===== config.mk =====
export PLATFORM = sky130hd
export DESIGN_NAME = qe_isqrt
export DESIGN_NICKNAME = d
export VERILOG_FILES = /design/src/rtl/qe_pkg.sv /design/src/rtl/qe_isqrt.sv
export SDC_FILE = /design/constraint.sdc
export NUM_CORES = 2
export LEC_CHECK = 0
export BUFFER_PORTS_ARGS = -buffer_cell sky130_fd_sc_hd__buf_4
export CAP_MARGIN = 40
export CORE_MARGIN = 2
export CORE_UTILIZATION = 40
export DETAILED_ROUTE_END_ITERATION = 10
export PLACE_DENSITY = 0.53
export SLEW_MARGIN = 20
export SYNTH_ARGS = -nofsm -noshare
export SYNTH_HDL_FRONTEND = slang
export SYNTH_SLANG_ARGS = --single-unit
export TNS_END_PERCENT = 100

===== constraint.sdc =====
create_clock -name clk -period 4.59 [get_ports clk]
set_input_delay 0.459 -clock clk [delete_from_list [all_inputs] [get_ports clk]]
set_output_delay 0.459 -clock clk [all_outputs]
set_load 0.1 [all_outputs]

===== src/rtl/qe_pkg.sv =====
// ----------------------------------------------------------------------------
// qe_pkg: shared definitions for the quaternion to YZX Euler unit
// Internal widths, the CORDIC angle table and the pole status codes.
// ----------------------------------------------------------------------------
package qe_pkg;

	localparam int QUAT_WIDTH_DEF  = 16;
	localparam int ANGLE_WIDTH_DEF = 16;

	// Every component is brought to Q2.14 before any arithmetic.
	localparam int COMP_W = 16;
	localparam int PROD_W = 32;
	// Operands of the arctangent units and the sums that feed them.
	localparam int OPND_W = 34;
	// Scaled norm (u) and scaled test term (m) for the attitude path.
	localparam int ROOT_W = 31;
	localparam int M_W    = 32;
	localparam int RAD_W  = 62;
	// CORDIC datapath: operands are normalized so their leading one sits at NORM_POS.
	localparam int CORD_W       = 46;
	localparam int ANG_W        = 34;
	localparam int SHIFT_W      = 6;
	localparam int NORM_POS     = 40;
	localparam int CORDIC_STEPS = 30;

	localparam logic signed [ANG_W-1:0] HALF_PI_Q30 = 34'sd1686629713;

	typedef enum logic [1:0] {
		ST_REGULAR = 2'd0,
		ST_NORTH   = 2'd1,
		ST_SOUTH   = 2'd2,
		ST_ZERO    = 2'd3
	} pole_status_t;

	// atan(2^-i) in Q.30, rounded.
	function automatic logic signed [ANG_W-1:0] arc_step(input int i);
		case (i)
			0:  return 34'sd843314857;
			1:  return 34'sd497837829;
			2:  return 34'sd263043837;
			3:  return 34'sd133525159;
			4:  return 34'sd67021687;
			5:  return 34'sd33543516;
			6:  return 34'sd16775851;
			7:  return 34'sd8388437;
			8:  return 34'sd4194283;
			9:  return 34'sd2097149;
			10: return 34'sd1048576;
			11: return 34'sd524288;
			12: return 34'sd262144;
			13: return 34'sd131072;
			14: return 34'sd65536;
			15: return 34'sd32768;
			16: return 34'sd16384;
			17: return 34'sd8192;
			18: return 34'sd4096;
			19: return 34'sd2048;
			20: return 34'sd1024;
			21: return 34'sd512;
			22: return 34'sd256;
			23: return 34'sd128;
			24: return 34'sd64;
			25: return 34'sd32;
			26: return 34'sd16;
			27: return 34'sd8;
			28: return 34'sd4;
			29: return 34'sd2;
			default: return '0;
		endcase
	endfunction

endpackage


===== src/rtl/qe_isqrt.sv =====
// ----------------------------------------------------------------------------
// qe_isqrt: pipelined floor square root
// One result bit per stage, with a sideband that travels with each item.
// ----------------------------------------------------------------------------
module qe_isqrt import qe_pkg::*; #(
	parameter int SIDE_W = 1
) (
	input  logic              clk,
	input  logic              arst_n,
	input  logic              en,
	input  logic              in_valid,
	input  logic [RAD_W-1:0]  rad,
	input  logic [SIDE_W-1:0] in_side,
	output logic              out_valid,
	output logic [ROOT_W-1:0] root,
	output logic [SIDE_W-1:0] out_side
);

	logic [RAD_W:0]    rem_s  [1:ROOT_W];
	logic [ROOT_W-1:0] root_s [1:ROOT_W];
	logic              vld_s  [1:ROOT_W];
	logic [SIDE_W-1:0] side_s [1:ROOT_W];

	for (genvar j = 0; j < ROOT_W; j++) begin : g_bit
		localparam int B = ROOT_W - 1 - j;
		logic [RAD_W:0]    rem_in;
		logic [ROOT_W-1:0] root_in;
		logic              vld_in;
		logic [SIDE_W-1:0] side_in;
		logic [RAD_W:0]    cand;
		logic              take;

		if (j == 0) begin : g_first
			assign rem_in  = {1'b0, rad};
			assign root_in = '0;
			assign vld_in  = in_valid;
			assign side_in = in_side;
		end else begin : g_next
			assign rem_in  = rem_s[j];
			assign root_in = root_s[j];
			assign vld_in  = vld_s[j];
			assign side_in = side_s[j];
		end

		// (r + 2^B)^2 - r^2 = r * 2^(B+1) + 2^(2B)
		assign cand = ((RAD_W+1)'(root_in) << (B + 1)) + ((RAD_W+1)'(1) << (2 * B));
		assign take = (rem_in >= cand);

		always_ff @(posedge clk or negedge arst_n) begin
			if (!arst_n) begin
				vld_s[j+1] <= 1'b0;
			end else if (en) begin
				vld_s[j+1] <= vld_in;
			end
		end

		always_ff @(posedge clk) begin
			if (en) begin
				rem_s[j+1]  <= take ? rem_in - cand : rem_in;
				root_s[j+1] <= take ? (root_in | (ROOT_W'(1) << B)) : root_in;
				side_s[j+1] <= side_in;
			end
		end
	end

	assign out_valid = vld_s[ROOT_W];
	assign root      = root_s[ROOT_W];
	assign out_side  = side_s[ROOT_W];

endmodule


==> results by group <==
Cells and area
  – Net count reported at finish: 10.2k
  – P&R area growth vs syn: 13.6%
  – Area occupied by multi-input gates: 0.0404 mm²
  – Non-Filler Instances: 13.7k
  – Fraction of final layout cells with drive strength greater than 1: 8.64%
  – Post-Route Utilization: 45.6%
  – Area of all placed cells without fillers: 0.133 mm²
  – Combined flip-flop and latch cell area: 0.0734 mm²
  – Filler Cell Count: 26.1k

Logic synthesis
  – Synthesized net count: 9819
  – Syn_area_per_cell: 12.7 µm²
  – Synth Area in Adders: 5.62%
  – Fraction of synthesized cell area taken by the top area cell type: 62.1%
  – Post-synthesis simple-gate area fraction: 12.2%
  – Register bit count reported by yosys: 2448
  – Combinational family with the most area after synthesis: simple AND/OR/NAND/NOR gates
  – Proportion of synthesized chip area in sequential cells: 62.8%
  – Unique cell type count in the Yosys netlist: 93
  – Netlist area before placement: 0.117 mm²
  – Post-synth ARST share: 1.27%
  – Mapped Cells: 9227
  – Ys flop type: sky130_fd_sc_hd__edfxtp_1
  – XOR/XNOR Fraction of Synth Area: 6.21%
  – Cells taking the most area after synthesis: sky130_fd_sc_hd__edfxtp_1 62%, sky130_fd_sc_hd__ha_1 5.6%, sky130_fd_sc_hd__xnor2_1 3.3%, sky130_fd_sc_hd__xor2_1 2.9%, sky130_fd_sc_hd__a21oi_1 2.5%
  – Cell accounting for the most synthesized area: sky130_fd_sc_hd__edfxtp_1
  – Portion of netlist area occupied by mux cells: 1.24%
  – Yosys synthesis warning count: 0
  – Count of flip-flops with a built-in enable after synthesis: 2417
  – Compound-Gate Fraction of Synth Area: 9.27%

Power and ir drop
  – Static power due to leakage: 49.8 nW
  – IR Drop Worst-Case VDD: 0.325 mV
  – Cell Pwr Density: 496 mW/mm²
  – Total Power Consumption: 65.9 mW

Routing
  – Total Routed Length: 294000 µm
  – Number of DRC markers in iteration 0: 5966
  – Ratio of routed vias to standard cells: 5.41
  – Pre-Repair DR Iteration Count: 6
  – Vias after detailed routing: 74.2k
  – Residual antenna-violating net count after detailed routing: 0
  – Average wire per standard cell: 21.4 µm
  – Total DRC errors in the routed layout: 0

Clock network
  – Maximum count of clock buffers along a single path: 4
  – TritonCTS clock tree: built
  – CTS Root Buffer Type: sky130_fd_sc_hd__clkbuf_16
  – CTS clk-pin slew, worst paths: 0.06 ns
  – CTS H-tree lvls: 5
  – Number of clock sinks seen by CTS: 2448
  – Clock latency on the worst-skew pair: 0.89 ns
  – Clock buffers created by TritonCTS: 281

Timing
  – Number of setup violations in the final report: 0
  – Final max-slew violation count: 0
  – Least-Margin Pin Slew: 0.932 ns
  – Achievable frequency: 240 MHz
  – Shortest clock period the worst path allows after layout: 4.17 ns
  – Share of the clock period used by the worst path after layout: 90.9%
  – Setup repair after global routing missed its margin: false
  – Setup TNS after final layout: 0 ns
  – Worst clock skew on the final layout: 0.0793 ns
  – Final number of hold-violating endpoints: 0
  – Max_slew headroom: 36.2%

Global route
  – GRT overflow: 0
  – Wire length of the first global-routing pass: 445000 µm
  – Maximum number of pins on one net before global-route repair: 181
  – Number of antenna violations at the first check in global routing: 15
  – Via count of the first global-routing pass: 73.3k
  – GRT Util Overall: 19.5%

Placement
  – Placed cell area: 0.123 mm²
  – Total of buffers placed on input and output ports: 99
  – Sum of net half-perimeters after detailed placement: 220000 µm
  – Number of cells after detailed placement: 13.2k
  – RD Place Congestion: 0.903

Worst setup path
  – Crit end category: register
  – Data required time of the critical path: 5.19 ns
  – CP Class: register to register
  – Worst-path maximum fanout: 57
  – Category of the worst setup path launch point: register
  – Critical path data arrival time: 4.77 ns

Die
  – Floorplan die area: 0.297 mm²
  – Placeable Area: 0.291 mm²
  – Number of I/O pins: 100
  – Die boundary height: 545 µm
  – Site Rows: 198
  – Chip width: 545 µm
  – Initial cell density of the core: 40.2%

Flow run
  – MaxCap Viol Count: 0

Min path
  – Hold Crit Class: input pin to asynchronous set/reset pin

Run status
  – Outcome: finished clean
-- power by group --
part / total [mW] / internal (mW) / switching, mW
clock network: 22.1 / 12.9 / 9.19
logic: 13.2 / 5.44 / 7.80
registers: 30.6 / 28.2 / 2.31
total: 65.9 / 46.6 / 19.3
-- cells by family after synthesis --
kind of cell               after synthesis
xor gates and xnor gates               829
buffers and inverters                  843
adders and majority gates              525
muxes                                  130
AOI/OAI and AO/OA                     1720
and+or+nand+nor                       2732
DFF                                   2448
-- cells in the mapped netlist (15+ instances only) --
cell	instances
sky130_fd_sc_hd__xor2_1	386
sky130_fd_sc_hd__a21boi_0	21
sky130_fd_sc_hd__o21a_1	106
sky130_fd_sc_hd__nand4b_1	20
sky130_fd_sc_hd__and3_1	50
sky130_fd_sc_hd__o21bai_1	47
sky130_fd_sc_hd__a211oi_1	43
sky130_fd_sc_hd__a211o_1	17
sky130_fd_sc_hd__xnor2_1	443
sky130_fd_sc_hd__o211ai_1	43
sky130_fd_sc_hd__dfrtp_1	31
sky130_fd_sc_hd__a2111oi_0	28
sky130_fd_sc_hd__nor4b_1	47
sky130_fd_sc_hd__and2_1	48
sky130_fd_sc_hd__nor2_1	663
sky130_fd_sc_hd__edfxtp_1	2417
sky130_fd_sc_hd__or3_1	111
sky130_fd_sc_hd__and4_1	23
sky130_fd_sc_hd__a31oi_1	54
sky130_fd_sc_hd__mux2_2	121
sky130_fd_sc_hd__nor4_1	345
sky130_fd_sc_hd__buf_2	19
sky130_fd_sc_hd__a21oi_1	584
sky130_fd_sc_hd__o21ai_0	340
sky130_fd_sc_hd__o22ai_1	15
sky130_fd_sc_hd__o31ai_1	35
sky130_fd_sc_hd__nand3_1	178
sky130_fd_sc_hd__nor3b_1	26
sky130_fd_sc_hd__nor3_1	221
sky130_fd_sc_hd__nand2b_1	98
sky130_fd_sc_hd__buf_1	22
sky130_fd_sc_hd__a21o_1	235
sky130_fd_sc_hd__nand2_1	486
sky130_fd_sc_hd__ha_1	525
sky130_fd_sc_hd__nand4_1	153
sky130_fd_sc_hd__nand3b_1	29
sky130_fd_sc_hd__or2_2	48
sky130_fd_sc_hd__nor2b_1	70
sky130_fd_sc_hd__o2111ai_1	24
sky130_fd_sc_hd__inv_1	652
sky130_fd_sc_hd__or4_1	74
sky130_fd_sc_hd__clkbuf_1	147
-- what timing repair did --
item / CTS / global route
hold endpoints to repair: 127 / 0
hold buffers: 66 / 0
gates resized for setup: 0 / 0
setup buffers: 0 / 0
-- per-layer routing --
layer | vias to the layer above | routed length [µm] | global-route usage [%]
li1 | 35600 | - | -
met1 | 36700 | 133000 | 26.9
met2 | 1626 | 141000 | 32.7
met3 | 361 | 13200 | 2.58
met4 | 0 | 5930 | 4.30
met5 | - | 0 | 0
-- flip-flops by register name, summed over array words and instances, names as in the netlist --
| signal | flops |
|---|---|
| rem_s | 1890 |
| root_s | 496 |
| side_s | 31 |
| g_bit.vld_in | 30 |
| out_valid | 1 |
-- final cells by class --
type,count,share of cell area (%)
Inverter,655,1.85
Tap cell,3900,3.68
Timing Repair Buffer,296,2.00
Antenna cell,4,0.00754
Multi-Input combinational cell,5936,30.4
Sequential cell,2448,55.3
Clock inverter,157,1.27
Clock buffer,336,5.52
-- critical path, cell delays in order (launching register included) --
cell	delay, ns
sky130_fd_sc_hd__edfxtp_1	0.42
sky130_fd_sc_hd__or4_1	0.61
sky130_fd_sc_hd__nor4_2	0.29
sky130_fd_sc_hd__nand4bb_1	0.28
sky130_fd_sc_hd__or4_1	0.50
sky130_fd_sc_hd__or4_1	0.63
sky130_fd_sc_hd__a31oi_4	0.34
sky130_fd_sc_hd__buf_4	0.54
sky130_fd_sc_hd__o21ai_0	0.20
-- path summary, 6_finish.rpt --
check / startpoint / end / slack (ns) / cells past startpoint
worst max-delay path: rem_s[1][869] / rem_s[1][891] / 0.42 / 8
worst min-delay path: arst_n / g_bit[4].vld_in / 0.09 / 2
worst max register to register: rem_s[1][869] / rem_s[1][891] / 0.42 / 8
worst min register to register: rem_s[1][445] / rem_s[1][508] / 0.41 / 0
max in group asynchronous: arst_n / g_bit[24].vld_in / 4.21 / 2
min in group clk: rad[12] / rem_s[0][75] / 0.29 / 2
-- through the flow --
stage,worst slack [ns],hold slack (ns)
after global routing,0.147,0.0811
final,0.419,0.0937
after floorplan,1.11,0.163
after detailed placement,0.123,0.405
after CTS,0.0829,0.0276
after global placement,0.104,0.403
-- placed cells by master, fill, tap and decap left out, types with 178 or more instances in the layout --
| master | netlist | layout |
|---|---|---|
| sky130_fd_sc_hd__xnor2_1 | 443 | 443 |
| sky130_fd_sc_hd__xor2_1 | 386 | 386 |
| sky130_fd_sc_hd__clkbuf_16 | 0 | 285 |
| sky130_fd_sc_hd__ha_1 | 525 | 525 |
| sky130_fd_sc_hd__buf_4 | 0 | 195 |
| sky130_fd_sc_hd__inv_1 | 652 | 652 |
| sky130_fd_sc_hd__nor2_1 | 663 | 663 |
| sky130_fd_sc_hd__a21o_1 | 235 | 235 |
| sky130_fd_sc_hd__nor4_1 | 345 | 345 |
| sky130_fd_sc_hd__edfxtp_1 | 2417 | 2417 |
| sky130_fd_sc_hd__nand3_1 | 178 | 178 |
| sky130_fd_sc_hd__a21oi_1 | 584 | 583 |
| sky130_fd_sc_hd__o21ai_0 | 340 | 339 |
| sky130_fd_sc_hd__nand2_1 | 486 | 486 |
| sky130_fd_sc_hd__nor3_1 | 221 | 221 |
Power figures use the tool's default switching activity.
